`src/rtl/core/stereo_sine_tone_generator_assert.svh`:
```
// Assertion macros used by the tone generator RTL.
`ifndef STEREO_SINE_TONE_GENERATOR_ASSERT_SVH
`define STEREO_SINE_TONE_GENERATOR_ASSERT_SVH

// Same-cycle implication, checked at every rising clock edge outside reset.
`define SSTG_ASSERT_IMP(label, clk, rst_n, ante, cons) \
	label: assert property (@(posedge clk) disable iff (!rst_n) (ante) |-> (cons)) \
		else $error("sstg: assertion failed");

// Next-cycle implication, checked at every rising clock edge outside reset.
`define SSTG_ASSERT_NXT(label, clk, rst_n, ante, cons) \
	label: assert property (@(posedge clk) disable iff (!rst_n) (ante) |=> (cons)) \
		else $error("sstg: assertion failed");

`endif

```
`src/rtl/core/sstg_pkg.sv`:
```
// Package with the shared types, constants and tables of the tone generator.
`default_nettype none

package sstg_pkg;

	localparam int unsigned ANGLE_BITS_DEFAULT = 16;
	localparam int unsigned PHASE_W = 18;
	localparam int unsigned SAMPLE_W = 16;
	localparam int unsigned CFG_DATA_W = 32;

	localparam logic [PHASE_W-1:0] RATE_RESET = 18'd44100;
	localparam logic [PHASE_W-1:0] STEP_RESET = 18'd1000;

	localparam logic [30:0] HALF_PI_Q30 = 31'd1686629713;
	localparam logic [30:0] Q30_ONE = 31'd1073741824;
	localparam logic [14:0] FULL_SCALE = 15'd32767;
	localparam logic [14:0] MAG_MAX = 15'd16383;
	localparam logic signed [SAMPLE_W-1:0] SAMPLE_MAX = 16'sd16383;
	localparam logic signed [SAMPLE_W-1:0] SAMPLE_MIN = -16'sd16383;

	localparam int unsigned NUM_TERMS = 6;
	localparam int unsigned TERM_W = 3;

	// Reciprocals ceil(2^(32+l)/d), rounded up, of the series divisors, 2^(l-1) < d <= 2^l.
	localparam logic [32:0] RECIP_T0 = 33'(((65'd1 << 40) + 65'd155) / 65'd156);
	localparam logic [32:0] RECIP_T1 = 33'(((65'd1 << 39) + 65'd109) / 65'd110);
	localparam logic [32:0] RECIP_T2 = 33'(((65'd1 << 39) + 65'd71) / 65'd72);
	localparam logic [32:0] RECIP_T3 = 33'(((65'd1 << 38) + 65'd41) / 65'd42);
	localparam logic [32:0] RECIP_T4 = 33'(((65'd1 << 37) + 65'd19) / 65'd20);
	localparam logic [32:0] RECIP_T5 = 33'(((65'd1 << 35) + 65'd5) / 65'd6);

	localparam int unsigned QUEUE_DEPTH = 2;
	localparam int unsigned QUEUE_IDX_W = $clog2(QUEUE_DEPTH);
	localparam int unsigned QUEUE_CNT_W = $clog2(QUEUE_DEPTH + 1);

	typedef struct packed {
		logic [PHASE_W-1:0] ph;
		logic               last;
	} entry_t;

	typedef struct packed {
		logic full;
		logic empty;
	} queue_status_t;

	function automatic logic [32:0] term_recip(input logic [TERM_W-1:0] idx);
		logic [32:0] m;
		case (idx)
			3'd0: m = RECIP_T0;
			3'd1: m = RECIP_T1;
			3'd2: m = RECIP_T2;
			3'd3: m = RECIP_T3;
			3'd4: m = RECIP_T4;
			3'd5: m = RECIP_T5;
			default: m = RECIP_T0;
		endcase
		return m;
	endfunction

	function automatic logic [5:0] term_shift(input logic [TERM_W-1:0] idx);
		logic [5:0] s;
		case (idx)
			3'd0: s = 6'd40;
			3'd1: s = 6'd39;
			3'd2: s = 6'd39;
			3'd3: s = 6'd38;
			3'd4: s = 6'd37;
			3'd5: s = 6'd35;
			default: s = 6'd40;
		endcase
		return s;
	endfunction

endpackage

`default_nettype wire

```
`src/rtl/core/stereo_sine_tone_generator.sv`:
```
// Top level of the stereo sine tone generator: register port, front end, queue and sine engine.
//
// Each word accepted on the input channel (in_valid high, in_stall low at a rising edge)
// requests one stereo frame; last_of_block is carried through to block_end. Each request
// yields exactly one output word, in order, with the same sample on left_sample and
// right_sample. The output word is held in a register until out_stall is low.
// The front end updates the phase counter as the word is accepted and queues the phase in a
// two-entry queue, so up to two further requests are taken while the engine is busy or the
// receiver stalls; in_stall rises only when that queue is full.
// The engine works on one frame at a time: it loads the frame, runs the bit-serial divider
// that turns the phase into an angle, and then evaluates the sine series on the single
// shared multiplier; it waits in its last step while the output register is stalled.
// Reset clears the phase to zero, the rate register to 44100 and tone_step to 1000, and
// empties the queue and output register. Registers must be written by the user through the
// APB port only while no frame is in flight; the block does not enforce this. A rate of zero acts as one.
`default_nettype none

module stereo_sine_tone_generator #(
	parameter int unsigned ANGLE_BITS = sstg_pkg::ANGLE_BITS_DEFAULT
) (
	input  wire logic                                 clk,
	input  wire logic                                 arst_n,
	input  wire logic                                 psel,
	input  wire logic                                 penable,
	input  wire logic                                 pwrite,
	input  wire logic [2:0]                           paddr,
	input  wire logic [sstg_pkg::CFG_DATA_W-1:0]      pwdata,
	output logic [sstg_pkg::CFG_DATA_W-1:0]           prdata,
	output logic                                      pready,
	input  wire logic                                 in_valid,
	output logic                                      in_stall,
	input  wire logic                                 last_of_block,
	output logic                                      out_valid,
	input  wire logic                                 out_stall,
	output logic signed [sstg_pkg::SAMPLE_W-1:0]      left_sample,
	output logic signed [sstg_pkg::SAMPLE_W-1:0]      right_sample,
	output logic                                      block_end
);
	import sstg_pkg::*;

	localparam logic REG_IDX_FRAME_RATE = 1'b0;
	localparam logic REG_IDX_TONE_STEP = 1'b1;

	logic [PHASE_W-1:0] frame_rate_q;
	logic [PHASE_W-1:0] tone_step_q;
	logic [PHASE_W-1:0] rate_eff;
	logic               cfg_write;

	queue_status_t      q_status;
	logic               q_push;
	entry_t             q_push_data;
	logic               q_pop;
	entry_t             q_pop_data;

	assign pready = 1'b1;
	assign cfg_write = psel && penable && pwrite && pready;
	assign rate_eff = (frame_rate_q == '0) ? PHASE_W'(1) : frame_rate_q;

	always_comb begin
		unique case (paddr[2])
			REG_IDX_FRAME_RATE: prdata = CFG_DATA_W'(frame_rate_q);
			REG_IDX_TONE_STEP:  prdata = CFG_DATA_W'(tone_step_q);
			default:            prdata = '0;
		endcase
	end

	always_ff @(posedge clk or negedge arst_n) begin
		if (!arst_n) begin
			frame_rate_q <= RATE_RESET;
			tone_step_q <= STEP_RESET;
		end else if (cfg_write) begin
			unique case (paddr[2])
				REG_IDX_FRAME_RATE: frame_rate_q <= pwdata[PHASE_W-1:0];
				REG_IDX_TONE_STEP:  tone_step_q <= pwdata[PHASE_W-1:0];
				default: begin
				end
			endcase
		end
	end

	sstg_front u_front (
		.clk         (clk),
		.arst_n      (arst_n),
		.in_valid    (in_valid),
		.in_stall    (in_stall),
		.last_of_block(last_of_block),
		.rate_eff    (rate_eff),
		.tone_step   (tone_step_q),
		.q_status    (q_status),
		.q_push      (q_push),
		.q_push_data (q_push_data)
	);

	sstg_queue u_queue (
		.clk       (clk),
		.arst_n    (arst_n),
		.push      (q_push),
		.push_data (q_push_data),
		.pop       (q_pop),
		.pop_data  (q_pop_data),
		.status    (q_status)
	);

	sstg_back #(
		.ANGLE_BITS(ANGLE_BITS)
	) u_back (
		.clk          (clk),
		.arst_n       (arst_n),
		.rate_eff     (rate_eff),
		.q_status     (q_status),
		.q_pop_data   (q_pop_data),
		.q_pop        (q_pop),
		.out_valid    (out_valid),
		.out_stall    (out_stall),
		.left_sample  (left_sample),
		.right_sample (right_sample),
		.block_end    (block_end)
	);

`include "stereo_sine_tone_generator_assert.svh"

	`SSTG_ASSERT_IMP(a_pop_not_empty, clk, arst_n, q_pop, !q_status.empty)
	`SSTG_ASSERT_NXT(a_push_fills, clk, arst_n, q_push && q_status.empty, !q_status.empty)
	`SSTG_ASSERT_IMP(a_channels_match, clk, arst_n, out_valid, left_sample == right_sample)
	`SSTG_ASSERT_IMP(a_sample_range, clk, arst_n, out_valid, (left_sample <= SAMPLE_MAX) && (left_sample >= SAMPLE_MIN))

endmodule

`default_nettype wire

```
`src/rtl/core/sstg_front.sv`:
```
// Front end: takes frame requests, keeps the phase counter and queues each frame's phase.
`default_nettype none

module sstg_front (
	input  wire logic                        clk,
	input  wire logic                        arst_n,
	input  wire logic                        in_valid,
	output logic                             in_stall,
	input  wire logic                        last_of_block,
	input  wire logic [sstg_pkg::PHASE_W-1:0] rate_eff,
	input  wire logic [sstg_pkg::PHASE_W-1:0] tone_step,
	input  wire sstg_pkg::queue_status_t     q_status,
	output logic                             q_push,
	output sstg_pkg::entry_t                 q_push_data
);
	import sstg_pkg::*;

	logic [PHASE_W-1:0] phase_q;
	logic [PHASE_W-1:0] ph_eff;
	logic [PHASE_W-1:0] step_eff;
	logic [PHASE_W:0]   sum;
	logic [PHASE_W-1:0] phase_next;

	always_comb begin
		ph_eff = (phase_q >= rate_eff) ? '0 : phase_q;
		step_eff = (tone_step >= rate_eff) ? (rate_eff - PHASE_W'(1)) : tone_step;
		sum = {1'b0, ph_eff} + {1'b0, step_eff};
		if (sum >= {1'b0, rate_eff}) begin
			phase_next = PHASE_W'(sum - {1'b0, rate_eff});
		end else begin
			phase_next = sum[PHASE_W-1:0];
		end
	end

	assign in_stall = q_status.full;
	assign q_push = in_valid && !q_status.full;
	assign q_push_data = '{ph: ph_eff, last: last_of_block};

	always_ff @(posedge clk or negedge arst_n) begin
		if (!arst_n) begin
			phase_q <= '0;
		end else if (q_push) begin
			phase_q <= phase_next;
		end
	end

endmodule

`default_nettype wire

```
`src/rtl/core/sstg_queue.sv`:
```
// Short queue of frame words between the front end and the sine engine.
`default_nettype none

module sstg_queue (
	input  wire logic                    clk,
	input  wire logic                    arst_n,
	input  wire logic                    push,
	input  wire sstg_pkg::entry_t        push_data,
	input  wire logic                    pop,
	output sstg_pkg::entry_t             pop_data,
	output sstg_pkg::queue_status_t      status
);
	import sstg_pkg::*;

	entry_t                 slot_q [QUEUE_DEPTH];
	logic [QUEUE_IDX_W-1:0] wr_q;
	logic [QUEUE_IDX_W-1:0] rd_q;
	logic [QUEUE_CNT_W-1:0] count_q;

	function automatic logic [QUEUE_IDX_W-1:0] next_idx(input logic [QUEUE_IDX_W-1:0] idx);
		return (idx == QUEUE_IDX_W'(QUEUE_DEPTH - 1)) ? '0 : (idx + QUEUE_IDX_W'(1));
	endfunction

	assign pop_data = slot_q[rd_q];
	assign status.full = (count_q == QUEUE_CNT_W'(QUEUE_DEPTH));
	assign status.empty = (count_q == '0);

	always_ff @(posedge clk or negedge arst_n) begin
		if (!arst_n) begin
			wr_q <= '0;
			rd_q <= '0;
			count_q <= '0;
		end else begin
			if (push) begin
				wr_q <= next_idx(wr_q);
			end
			if (pop) begin
				rd_q <= next_idx(rd_q);
			end
			if (push && !pop) begin
				count_q <= count_q + QUEUE_CNT_W'(1);
			end else if (pop && !push) begin
				count_q <= count_q - QUEUE_CNT_W'(1);
			end
		end
	end

	always_ff @(posedge clk) begin
		if (push) begin
			slot_q[wr_q] <= push_data;
		end
	end

endmodule

`default_nettype wire

```
`src/rtl/core/sstg_back.sv`:
```
// Sine engine: divides the phase into an angle and evaluates the sine on one shared multiplier.
`default_nettype none

module sstg_back #(
	parameter int unsigned ANGLE_BITS = sstg_pkg::ANGLE_BITS_DEFAULT
) (
	input  wire logic                                clk,
	input  wire logic                                arst_n,
	input  wire logic [sstg_pkg::PHASE_W-1:0]         rate_eff,
	input  wire sstg_pkg::queue_status_t             q_status,
	input  wire sstg_pkg::entry_t                    q_pop_data,
	output logic                                     q_pop,
	output logic                                     out_valid,
	input  wire logic                                out_stall,
	output logic signed [sstg_pkg::SAMPLE_W-1:0]     left_sample,
	output logic signed [sstg_pkg::SAMPLE_W-1:0]     right_sample,
	output logic                                     block_end
);
	import sstg_pkg::*;

	localparam int unsigned NUM_W = ANGLE_BITS + PHASE_W + 1;
	localparam int unsigned QUO_W = ANGLE_BITS + 1;
	localparam int unsigned U_W = ANGLE_BITS - 1;
	localparam int unsigned CNT_W = $clog2(ANGLE_BITS + 1);
	localparam int unsigned MUL_A_W = 32;
	localparam int unsigned MUL_B_W = 33;
	localparam int unsigned PROD_W = MUL_A_W + MUL_B_W;
	localparam logic [U_W-1:0] QUARTER = U_W'(1) << (ANGLE_BITS - 2);

	typedef enum logic [2:0] {
		ST_IDLE,
		ST_DIV,
		ST_THETA,
		ST_X2,
		ST_TERM_P,
		ST_TERM_Q,
		ST_FIN,
		ST_MAG
	} state_t;

	state_t                 state_q;
	logic [CNT_W-1:0]       cnt_q;
	logic [TERM_W-1:0]      term_q;
	logic [PHASE_W-1:0]     rem_q;
	logic [QUO_W-1:0]       quo_q;
	logic [1:0]             quad_q;
	logic [30:0]            theta_q;
	logic [31:0]            x2_q;
	logic [31:0]            y_q;
	logic [30:0]            t_q;
	logic [30:0]            s_q;
	logic                   last_q;
	logic                   out_valid_q;
	logic [SAMPLE_W-1:0]    sample_q;
	logic                   block_end_q;

	logic [NUM_W-1:0]       num;
	logic [PHASE_W:0]       trial;
	logic                   trial_ge;
	logic [ANGLE_BITS-1:0]  angle;
	logic [U_W-1:0]         u;
	logic [MUL_A_W-1:0]     mul_a;
	logic [MUL_B_W-1:0]     mul_b;
	logic [PROD_W-1:0]      prod;
	logic [PROD_W-1:0]      quot;
	logic [30:0]            t_next;
	logic [PROD_W-1:0]      mag_full;
	logic [14:0]            mag;
	logic [SAMPLE_W-1:0]    sample_val;
	logic                   out_free;

	always_comb begin
		num = (NUM_W'(q_pop_data.ph) << ANGLE_BITS) + NUM_W'(rate_eff >> 1);
		trial = {rem_q, quo_q[QUO_W-1]};
		trial_ge = (trial >= {1'b0, rate_eff});
		angle = quo_q[ANGLE_BITS-1:0];
		if (angle[ANGLE_BITS-2]) begin
			u = QUARTER - {1'b0, angle[ANGLE_BITS-3:0]};
		end else begin
			u = {1'b0, angle[ANGLE_BITS-3:0]};
		end
	end

	always_comb begin
		mul_a = '0;
		mul_b = '0;
		unique case (state_q)
			ST_THETA: begin
				mul_a = MUL_A_W'(u);
				mul_b = MUL_B_W'(HALF_PI_Q30);
			end
			ST_X2: begin
				mul_a = MUL_A_W'(theta_q);
				mul_b = MUL_B_W'(theta_q);
			end
			ST_TERM_P: begin
				mul_a = x2_q;
				mul_b = MUL_B_W'(t_q);
			end
			ST_TERM_Q: begin
				mul_a = y_q;
				mul_b = term_recip(term_q);
			end
			ST_FIN: begin
				mul_a = MUL_A_W'(theta_q);
				mul_b = MUL_B_W'(t_q);
			end
			ST_MAG: begin
				mul_a = MUL_A_W'(s_q);
				mul_b = MUL_B_W'(FULL_SCALE);
			end
			default: begin
				mul_a = '0;
				mul_b = '0;
			end
		endcase
	end

	assign prod = PROD_W'(mul_a) * PROD_W'(mul_b);

	always_comb begin
		quot = prod >> term_shift(term_q);
		t_next = (quot >= PROD_W'(Q30_ONE)) ? '0 : (Q30_ONE - quot[30:0]);
		mag_full = prod >> 31;
		mag = (mag_full > PROD_W'(MAG_MAX)) ? MAG_MAX : mag_full[14:0];
		sample_val = quad_q[1] ? (SAMPLE_W'(0) - SAMPLE_W'(mag)) : SAMPLE_W'(mag);
		out_free = !out_valid_q || !out_stall;
	end

	assign q_pop = (state_q == ST_IDLE) && !q_status.empty;
	assign out_valid = out_valid_q;
	assign left_sample = sample_q;
	assign right_sample = sample_q;
	assign block_end = block_end_q;

	always_ff @(posedge clk or negedge arst_n) begin
		if (!arst_n) begin
			state_q <= ST_IDLE;
			cnt_q <= '0;
			term_q <= '0;
			rem_q <= '0;
			quo_q <= '0;
			quad_q <= '0;
			theta_q <= '0;
			x2_q <= '0;
			y_q <= '0;
			t_q <= '0;
			s_q <= '0;
			last_q <= 1'b0;
			out_valid_q <= 1'b0;
			sample_q <= '0;
			block_end_q <= 1'b0;
		end else begin
			if ((state_q == ST_MAG) && out_free) begin
				out_valid_q <= 1'b1;
			end else if (out_valid_q && !out_stall) begin
				out_valid_q <= 1'b0;
			end
			unique case (state_q)
				ST_IDLE: begin
					if (!q_status.empty) begin
						rem_q <= num[NUM_W-1:QUO_W];
						quo_q <= num[QUO_W-1:0];
						last_q <= q_pop_data.last;
						cnt_q <= '0;
						state_q <= ST_DIV;
					end
				end
				ST_DIV: begin
					rem_q <= trial_ge ? PHASE_W'(trial - {1'b0, rate_eff})
						: trial[PHASE_W-1:0];
					quo_q <= {quo_q[QUO_W-2:0], trial_ge};
					cnt_q <= cnt_q + CNT_W'(1);
					if (cnt_q == CNT_W'(ANGLE_BITS)) begin
						state_q <= ST_THETA;
					end
				end
				ST_THETA: begin
					quad_q <= angle[ANGLE_BITS-1:ANGLE_BITS-2];
					theta_q <= 31'(prod >> (ANGLE_BITS - 2));
					state_q <= ST_X2;
				end
				ST_X2: begin
					x2_q <= 32'(prod >> 30);
					t_q <= Q30_ONE;
					term_q <= '0;
					state_q <= ST_TERM_P;
				end
				ST_TERM_P: begin
					y_q <= 32'(prod >> 30);
					state_q <= ST_TERM_Q;
				end
				ST_TERM_Q: begin
					t_q <= t_next;
					if (term_q == TERM_W'(NUM_TERMS - 1)) begin
						state_q <= ST_FIN;
					end else begin
						term_q <= term_q + TERM_W'(1);
						state_q <= ST_TERM_P;
					end
				end
				ST_FIN: begin
					s_q <= 31'(prod >> 30);
					state_q <= ST_MAG;
				end
				ST_MAG: begin
					if (out_free) begin
						sample_q <= sample_val;
						block_end_q <= last_q;
						state_q <= ST_IDLE;
					end
				end
				default: begin
					state_q <= ST_IDLE;
				end
			endcase
		end
	end

endmodule

`default_nettype wire

```
`config.mk`:
```
export PLATFORM = sky130hd
export DESIGN_NAME = stereo_sine_tone_generator
export DESIGN_NICKNAME = d
export VERILOG_FILES = /design/src/rtl/core/sstg_pkg.sv /design/src/rtl/core/stereo_sine_tone_generator.sv /design/src/rtl/core/sstg_front.sv /design/src/rtl/core/sstg_queue.sv /design/src/rtl/core/sstg_back.sv
export VERILOG_INCLUDE_DIRS = /design/src /design/src/rtl/core
export SDC_FILE = /design/constraint.sdc
export NUM_CORES = 2
export LEC_CHECK = 0
export BUFFER_PORTS_ARGS = -buffer_cell sky130_fd_sc_hd__buf_2
export CORE_ASPECT_RATIO = 0.7
export CORE_MARGIN = 8
export CORE_UTILIZATION = 45
export CTS_BUF_LIST = sky130_fd_sc_hd__clkbuf_16
export CTS_CLUSTER_SIZE = 20
export DETAILED_ROUTE_END_ITERATION = 12
export PLACE_DENSITY_LB_ADDON = 0.05
export SYNTH_ARGS = -nofsm -noshare
export SYNTH_HDL_FRONTEND = slang
export SYNTH_SLANG_ARGS = --single-unit
```
`constraint.sdc`:
```
create_clock -name clk -period 16.9 [get_ports clk]
set_input_delay 0.845 -clock clk [delete_from_list [all_inputs] [get_ports clk]]
set_output_delay 0.845 -clock clk [all_outputs]
set_load 0.02 [all_outputs]
```
# After elaboration in Yosys (flattened, before gate mapping)
# Memory sizes are Yosys's and may differ from the RTL's.
# Index checks and enable logic that the tools add are counted.
# op_classes
magnitude_cmp	6
shift	1
bitwise	2
n_eq_ne	18
mux	36
addsub	14
multipliers	1
reduce_logical	32
# op_table
cell	count
32-bit case mux with 5 select lines	2
33-bit case mux with 5 select lines	1
18-bit 2-to-1 mux	6
65-bit by 31-bit greater-or-equal comparator with 1-bit output (second input constant)	1
32-bit by 33-bit multiplier with 65-bit output	1
65-bit by 6-bit right shift with 65-bit output	1
32-bit case mux with 2 select lines	1
31-bit case mux with 2 select lines	1
19-bit by 18-bit greater-or-equal comparator with 1-bit output	2
18-bit greater-or-equal comparator	2
18-bit case mux with 2 select lines	1
18-bit subtractor	2
34-bit by 17-bit adder with 35-bit output	1
34-bit by 14-bit > comparator with 1-bit output (second input constant)	1
17-bit case mux with 2 select lines	1
31-bit 2-to-1 mux	1
31-bit subtractor (first input constant)	1
15-bit 2-to-1 mux	2
3-bit case mux with 8 select lines	1
18-bit by 18-bit adder with 19-bit output	1
3-bit == test (second input constant)	6
18-bit logical NOT	1
18-bit by 1-bit subtractor with 18-bit output (second input constant)	1
17-bit 2-to-1 mux	1
other kinds (31)	71
# totals
ram_bits	38
reg_bits	282
out_inout_bits	68
input_bits	43
memories	1
# memory_table
memory	words	width	rd	rd_ports_with_merged_regs	write_ports	line_no	source
u_queue.slot_q	2	19	1	0	1	sstg_queue.sv:15	entry_t slot_q [QUEUE_DEPTH];

# Longest topological paths before layout
# logic_depth
depth_word	8
mapped_depth	50
ltp_nobuf	48

# Modules after synthesis
# From an unflattened synthesis, not the netlist that was laid out.
# unflattened
cells_unflattened	6790
area_unflattened_um2	58000.6
# modules_own_cells
module	instances	seq_area_each_um2	cells_per_inst	area_per_inst_um2
sstg_back	1	5580.4	6089	50429.6
sstg_front	1	450.4	488	4031.4
stereo_sine_tone_generator	1	915.9	138	1901.8
sstg_queue	1	1241.2	75	1637.8

# Least setup slack after synthesis
# No wires, ideal clock.
# synth_path
kind	register -> register
from	register u_back.quo_q[2]
to	register u_back.t_q[20]
stages_incl_launch_ff	41
path_slack_ps	5198
synth_period_minus_slack_ps	11702
path_buffers	3
arrival_time_ps	11633
cell_sequence	dfrtp_1 -> or3_1 -> or3b_2 -> or3_1 -> nand2_1 -> xor2_1 -> nor2_1 -> a211oi_1 -> clkbuf_1 -> nor2_1 -> fa_1 -> inv_1 -> fa_1 -> fa_1 -> fa_1 -> fa_1 -> inv_1 -> fa_1 -> [5 not listed] -> clkbuf_1 -> a21oi_1 -> o21ai_0 -> a221oi_1 -> a21boi_0 -> o21ai_0 -> a41o_4 -> mux2i_1 -> o21ai_0 -> a211oi_1 -> or2_2 -> ha_1 -> nand4_1 -> or4_1 -> or4b_1 -> buf_2 -> or4_1 -> nand3_1
# synth_via
elab_chain_cells	8
elab_cells_between_ends	9
cone_classes	add/sub: 2; mul: 1; order compare: 1; shift: 1; mux: 4
# synth_rtl
element	line_no	source
start: declaration	sstg_back.sv:45	logic [QUO_W-1:0] quo_q;
start signal: assignment	sstg_back.sv:163	quo_q <= num[QUO_W-1:0];
start signal: assignment	sstg_back.sv:172	quo_q <= {quo_q[QUO_W-2:0], trial_ge};
15-bit by 14-bit subtractor with 15-bit output	sstg_back.sv:78	u = QUARTER - {1'b0, angle[ANGLE_BITS-3:0]};
15-bit 2-to-1 mux (*)	sstg_back.sv:77	if (angle[ANGLE_BITS-2]) begin
32-bit case mux with 5 select lines (*)	sstg_back.sv:87	unique case (state_q)
32-bit by 33-bit multiplier with 65-bit output (*)	sstg_back.sv:119	assign prod = PROD_W'(mul_a) * PROD_W'(mul_b);
65-bit by 6-bit right shift with 65-bit output (*)	sstg_back.sv:122	quot = prod >> term_shift(term_q);
65-bit by 31-bit greater-or-equal comparator with 1-bit output or 31-bit subtractor (tied branches)	sstg_back.sv:123	t_next = (quot >= PROD_W'(Q30_ONE)) ? '0 : (Q30_ONE - quot[30:0]);
31-bit 2-to-1 mux (*)	sstg_back.sv:123	
31-bit case mux with 2 select lines (*)	sstg_back.sv:159	unique case (state_q)
end signal: assignment	sstg_back.sv:194	t_q <= t_next;
end: declaration	sstg_back.sv:50	logic [30:0] t_q;
# Every way passes the cells marked *; elsewhere a longest branch is shown, timed or not.
# A chain may end at the register's enable or synchronous reset.

# Worst setup path in the final report
# layout_path
from	register u_back.term_q[0]
to	register u_back.t_q[30]
# layout_via
elab_chain_cells	8
elab_cells_between_ends	15
cone_classes	add/sub: 1; mul: 1; order compare: 1; eq/ne: 5; shift: 1; mux: 5; reduce/logical: 1
# layout_rtl
element	line_no	source
start: declaration	sstg_back.sv:43	logic [TERM_W-1:0] term_q;
start signal: assignment	sstg_back.sv:198	term_q <= term_q + TERM_W'(1);
3-bit == test (tied with other cells)	sstg_pkg.sv:48, sstg_pkg.sv:62	
32-bit case mux with 5 select lines	sstg_pkg.sv:48	case (idx)
33-bit case mux with 5 select lines	sstg_back.sv:87	
32-bit by 33-bit multiplier with 65-bit output	sstg_back.sv:119	
65-bit by 6-bit right shift with 65-bit output (*)	sstg_back.sv:122	
65-bit by 31-bit greater-or-equal comparator with 1-bit output or 31-bit subtractor (tied branches)	sstg_back.sv:123	
31-bit 2-to-1 mux (*)	sstg_back.sv:123	
31-bit case mux with 2 select lines (*)	sstg_back.sv:159	
# Marked as above.

==> metrics.log <==
INFO  metric outcome = finished, final reports clean
INFO  metric critical-path-top-delay-family = adder cells
INFO  metric layout_min_cycle_time = 14.97 ns
INFO  metric synth.distinct_cells = 107
INFO  metric detail_route.wirelength = 224000 µm
INFO  metric syn2layout_area_growth = 6.269%
INFO  metric netSwitchingPower = 4.781 mW
INFO  metric drt_iter0_drc = 5573
INFO  metric worst-r2r-cell-count = 38
INFO  metric worst-path-buf-inv = 7
INFO  metric final.setup_skew = 0.02060 ns
INFO  metric worstSkewPairLatency = 0.59 ns
INFO  metric reg2reg_to = u_back.t_q[30]$_DFFE_PN0P_
INFO  metric layout-drive-gt1-share = 0.07277
INFO  metric synth-edff-count = 38
INFO  metric postSynthCellCount = 6660
INFO  metric yosysMostFrequentCell = sky130_fd_sc_hd__nand2_1
INFO  metric critical_path.endpoint_type = register
INFO  metric core = 123900 µm²
INFO  metric crit_arrival = 15.48 ns
INFO  metric floorplan.initialDensity = 0.4536
INFO  metric slowest_delay = 1.00 ns
INFO  metric final-hold-violation-count = 0
INFO  metric synth-seq-cells = 319
INFO  metric p_comb_frac = 0.742
INFO  metric groute.usage.overall = 0.3255
INFO  metric first_pass_iters = 6
INFO  metric finish.net_count = 7884
INFO  metric antenna_left = 0
INFO  metric swShare = 0.5992
INFO  metric synth_area_leaders = sky130_fd_sc_hd__fa_1, sky130_fd_sc_hd__dfrtp_1, sky130_fd_sc_hd__ha_1
INFO  metric cell_internal_pwr = 3.198 mW
INFO  metric cts_hold_buffers = 0
INFO  metric netlist_top_cells_count = sky130_fd_sc_hd__nand2_1, sky130_fd_sc_hd__inv_1, sky130_fd_sc_hd__fa_1, sky130_fd_sc_hd__nor2_1, sky130_fd_sc_hd__ha_1
INFO  metric slew-limit-headroom = 0.1007
INFO  metric multi_input_gate_area_in_the_final_layout = 42750 µm²
INFO  metric cts_num_sinks = 319
INFO  metric register_area = 8189 µm²
INFO  metric power.share.sequential = 0.158
INFO  metric timing.critical_path.slowest_stage_cell = sky130_fd_sc_hd__a22oi_2
INFO  metric buffer_ports.inserted = 79
INFO  metric cpMostUsedCell = sky130_fd_sc_hd__fa_1
INFO  metric die_width = 438.4 µm
INFO  metric groute.layer.met2.usage = 0.4444
INFO  metric tightestPinTransition = 1.349 ns
INFO  metric worstPathRequired = 17.41 ns
INFO  metric finalCritPeriodShare = 0.8857
INFO  metric netlist_area = 56210 µm²
INFO  metric drc = 0
INFO  metric post_cts_buffers = 0
INFO  metric grt_start_max_net_pins = 130
INFO  metric routed-via-count = 48274
INFO  metric clock.fmax = 66.81 MHz
INFO  metric powerDensity = 133.6 nW/µm²
INFO  metric place.detailed.hpwl = 180200 µm
INFO  metric drv.max_cap_violation_count = 0
INFO  metric post_drt_via_cell_ratio = 5.871
INFO  metric finalSetupViolCount = 0
INFO  metric grt_pass1_vias = 46683
INFO  metric worst-path-max-fanout = 21
INFO  metric most_used_flip_flop_cell_after_synthesis = sky130_fd_sc_hd__dfrtp_1
INFO  metric ys_warn_count = 0
INFO  metric hold_class = in -> async
INFO  metric power.share.clock = 0.100
INFO  metric globalRoute.totalOverflow = 0
INFO  metric routed_wire_length_per_instance = 27.24 µm
INFO  metric critical_path_class = reg -> reg
INFO  metric maximum_level_of_the_cts_h_tree = 2
INFO  metric gr-usage-met3 = 0.06840
INFO  metric num-fill-cells = 12303
INFO  metric tritoncts = done
INFO  metric max-vdd-ir-drop = 0.1626 mV
INFO  metric wire_length_of_the_first_global_routing_pass = 331000 µm
INFO  metric antenna_found_initial = 17
INFO  metric busiest_layer = met1
INFO  metric p_leak = 29.03 nW
INFO  metric rows = 108
INFO  metric timing.rr.start = u_back.term_q[0]$_DFFE_PN0P_
INFO  metric post_layout_nonfiller_instances = 8223
INFO  metric synthesis.area_per_instance = 8.439 µm²
INFO  metric clkTransAtPathRegs = 0.06 ns
INFO  metric synth-async-reset-ratio = 0.8809
INFO  metric critPathLaunchType = register
INFO  metric design.die.area = 136700 µm²
INFO  metric final_sum_of_negative_setup_slack = 0 ns
INFO  metric dieHeight = 311.7 µm
INFO  metric synth_top_area_cell = sky130_fd_sc_hd__fa_1
INFO  metric clock_tree.buffer_depth = 3
INFO  metric dpl.cell_count = 8160
INFO  metric post_cts_resized = 0
INFO  metric gp_congestion = 1.012
INFO  metric finalMaxSlewViolations = 0
INFO  metric synth.yosys.seq_area_share = 0.1457
INFO  metric pin_count = 111
INFO  metric rsz0062_at_grt = false
INFO  metric numCtsBuffers = 35
INFO  metric post-synth-top-area-fraction = 0.3305
INFO  metric root_buffer = sky130_fd_sc_hd__clkbuf_16
INFO  metric grt_use_met1 = 0.5145
INFO  metric r2r_slack = 1.93 ns
[cells by family (layout without fill, tap and decap cells)]
logic type	count (synthesis)	count (layout)	synth area share
AOI/OAI and AO/OA	1049	1049	0.1222
xor gates and xnor gates	133	133	0.02119
adders and majority gates	1294	1294	0.4120
buffers and inverters	1478	1374	0.1012
DFF	319	319	0.1457
muxes	117	117	0.02257
other	2	19	0.0001336
and+or+nand+nor	2268	2268	0.1750
[registers in the layout (all words and copies together) (netlist names), 5 cells and up]
register,count
u_back.s_q,31
u_back.left_sample,16
u_back.quo_q,17
u_front.phase_q,18
u_back.x2_q,32
u_back.cnt_q,5
u_back.theta_q,31
frame_rate_q,18
tone_step_q,18
u_back.t_q,31
u_back.rem_q,18
u_back.y_q,32
u_queue.slot_q,38
[worst max path at each step]
stage	start	to	slack [ns]	depth (start not counted)
after floorplan	u_back.quo_q[2]$_DFFE_PN0P_	u_back.t_q[20]$_DFFE_PN0P_	5.20	40
after global placement	u_back.term_q[0]$_DFFE_PN0P_	u_back.t_q[30]$_DFFE_PN0P_	2.64	38
after detailed placement	u_back.term_q[0]$_DFFE_PN0P_	u_back.t_q[30]$_DFFE_PN0P_	2.59	38
after CTS	u_back.term_q[0]$_DFFE_PN0P_	u_back.t_q[30]$_DFFE_PN0P_	2.52	38
after global routing	u_back.term_q[0]$_DFFE_PN0P_	u_back.t_q[30]$_DFFE_PN0P_	1.61	38
final	u_back.term_q[0]$_DFFE_PN0P_	u_back.t_q[30]$_DFFE_PN0P_	1.93	38
[layout make-up]
class,instances,share of cell area
multi-input combinational,4876,0.7157
clock buffer,36,0.01508
antenna,4,0.0001676
tap,1650,0.03456
inverter,1086,0.06825
timing repair buffer,229,0.02585
clock inverter,23,0.003331
sequential,319,0.1371
[through the flow]
step	utilization	hold WS [ns]	setup slack [ns]	power, mW	cell area, µm²
final	0.4820	0.2532	1.932	7.979	59730
after CTS	0.4819	0.2963	2.525	7.811	59720
after global routing	0.4819	0.3384	1.612	8.415	59720
after detailed placement	0.4731	0.4625	2.592	6.990	58620
after global placement	0.4731	0.4541	2.636	6.965	58620
after floorplan	-	0.4418	5.198	4.649	56260
[worst register-to-register path: cells and delay by family, from the launching register on]
kind | cells | cell delay, ns
AO/OA/AOI/OAI | 9 | 3.92
adder cells (fa/ha/maj) | 10 | 5.06
buffers and inverters | 7 | 1.10
flip-flops | 1 | 0.54
AND/OR/NAND/NOR | 12 | 4.29
[placed cells by master (no fill, tap or decap), types with 60 or more instances in the layout]
cell,n
sky130_fd_sc_hd__a21o_1,60
sky130_fd_sc_hd__a21oi_1,210
sky130_fd_sc_hd__and2_1,65
sky130_fd_sc_hd__buf_2,78
sky130_fd_sc_hd__buf_4,149
sky130_fd_sc_hd__dfrtp_1,268
sky130_fd_sc_hd__fa_1,928
sky130_fd_sc_hd__ha_1,366
sky130_fd_sc_hd__inv_1,1092
sky130_fd_sc_hd__mux2_2,68
sky130_fd_sc_hd__nand2_1,1112
sky130_fd_sc_hd__nand3_1,90
sky130_fd_sc_hd__nand4_1,65
sky130_fd_sc_hd__nor2_1,597
sky130_fd_sc_hd__nor3_1,65
sky130_fd_sc_hd__o21ai_0,346
sky130_fd_sc_hd__xnor2_1,75
[power by group through the flow]
stage / Combinational, mW / Sequential (mW) / Clock (mW)
floorplan: 3.51 / 1.14 / 0
global placement: 5.70 / 1.27 / 0
detailed placement: 5.72 / 1.27 / 0
CTS: 5.75 / 1.26 / 0.807
global route: 6.30 / 1.28 / 0.835
finish: 5.92 / 1.26 / 0.799
[metal layers]
| metal | up-vias | share of wire |
|---|---|---|
| met4 | 6 | 0.031 |
| li1 | 21012 | - |
| met1 | 24618 | 0.47 |
| met5 | - | 0.00058 |
| met3 | 279 | 0.10 |
| met2 | 2359 | 0.40 |
Power figures use the tool's default switching activity.
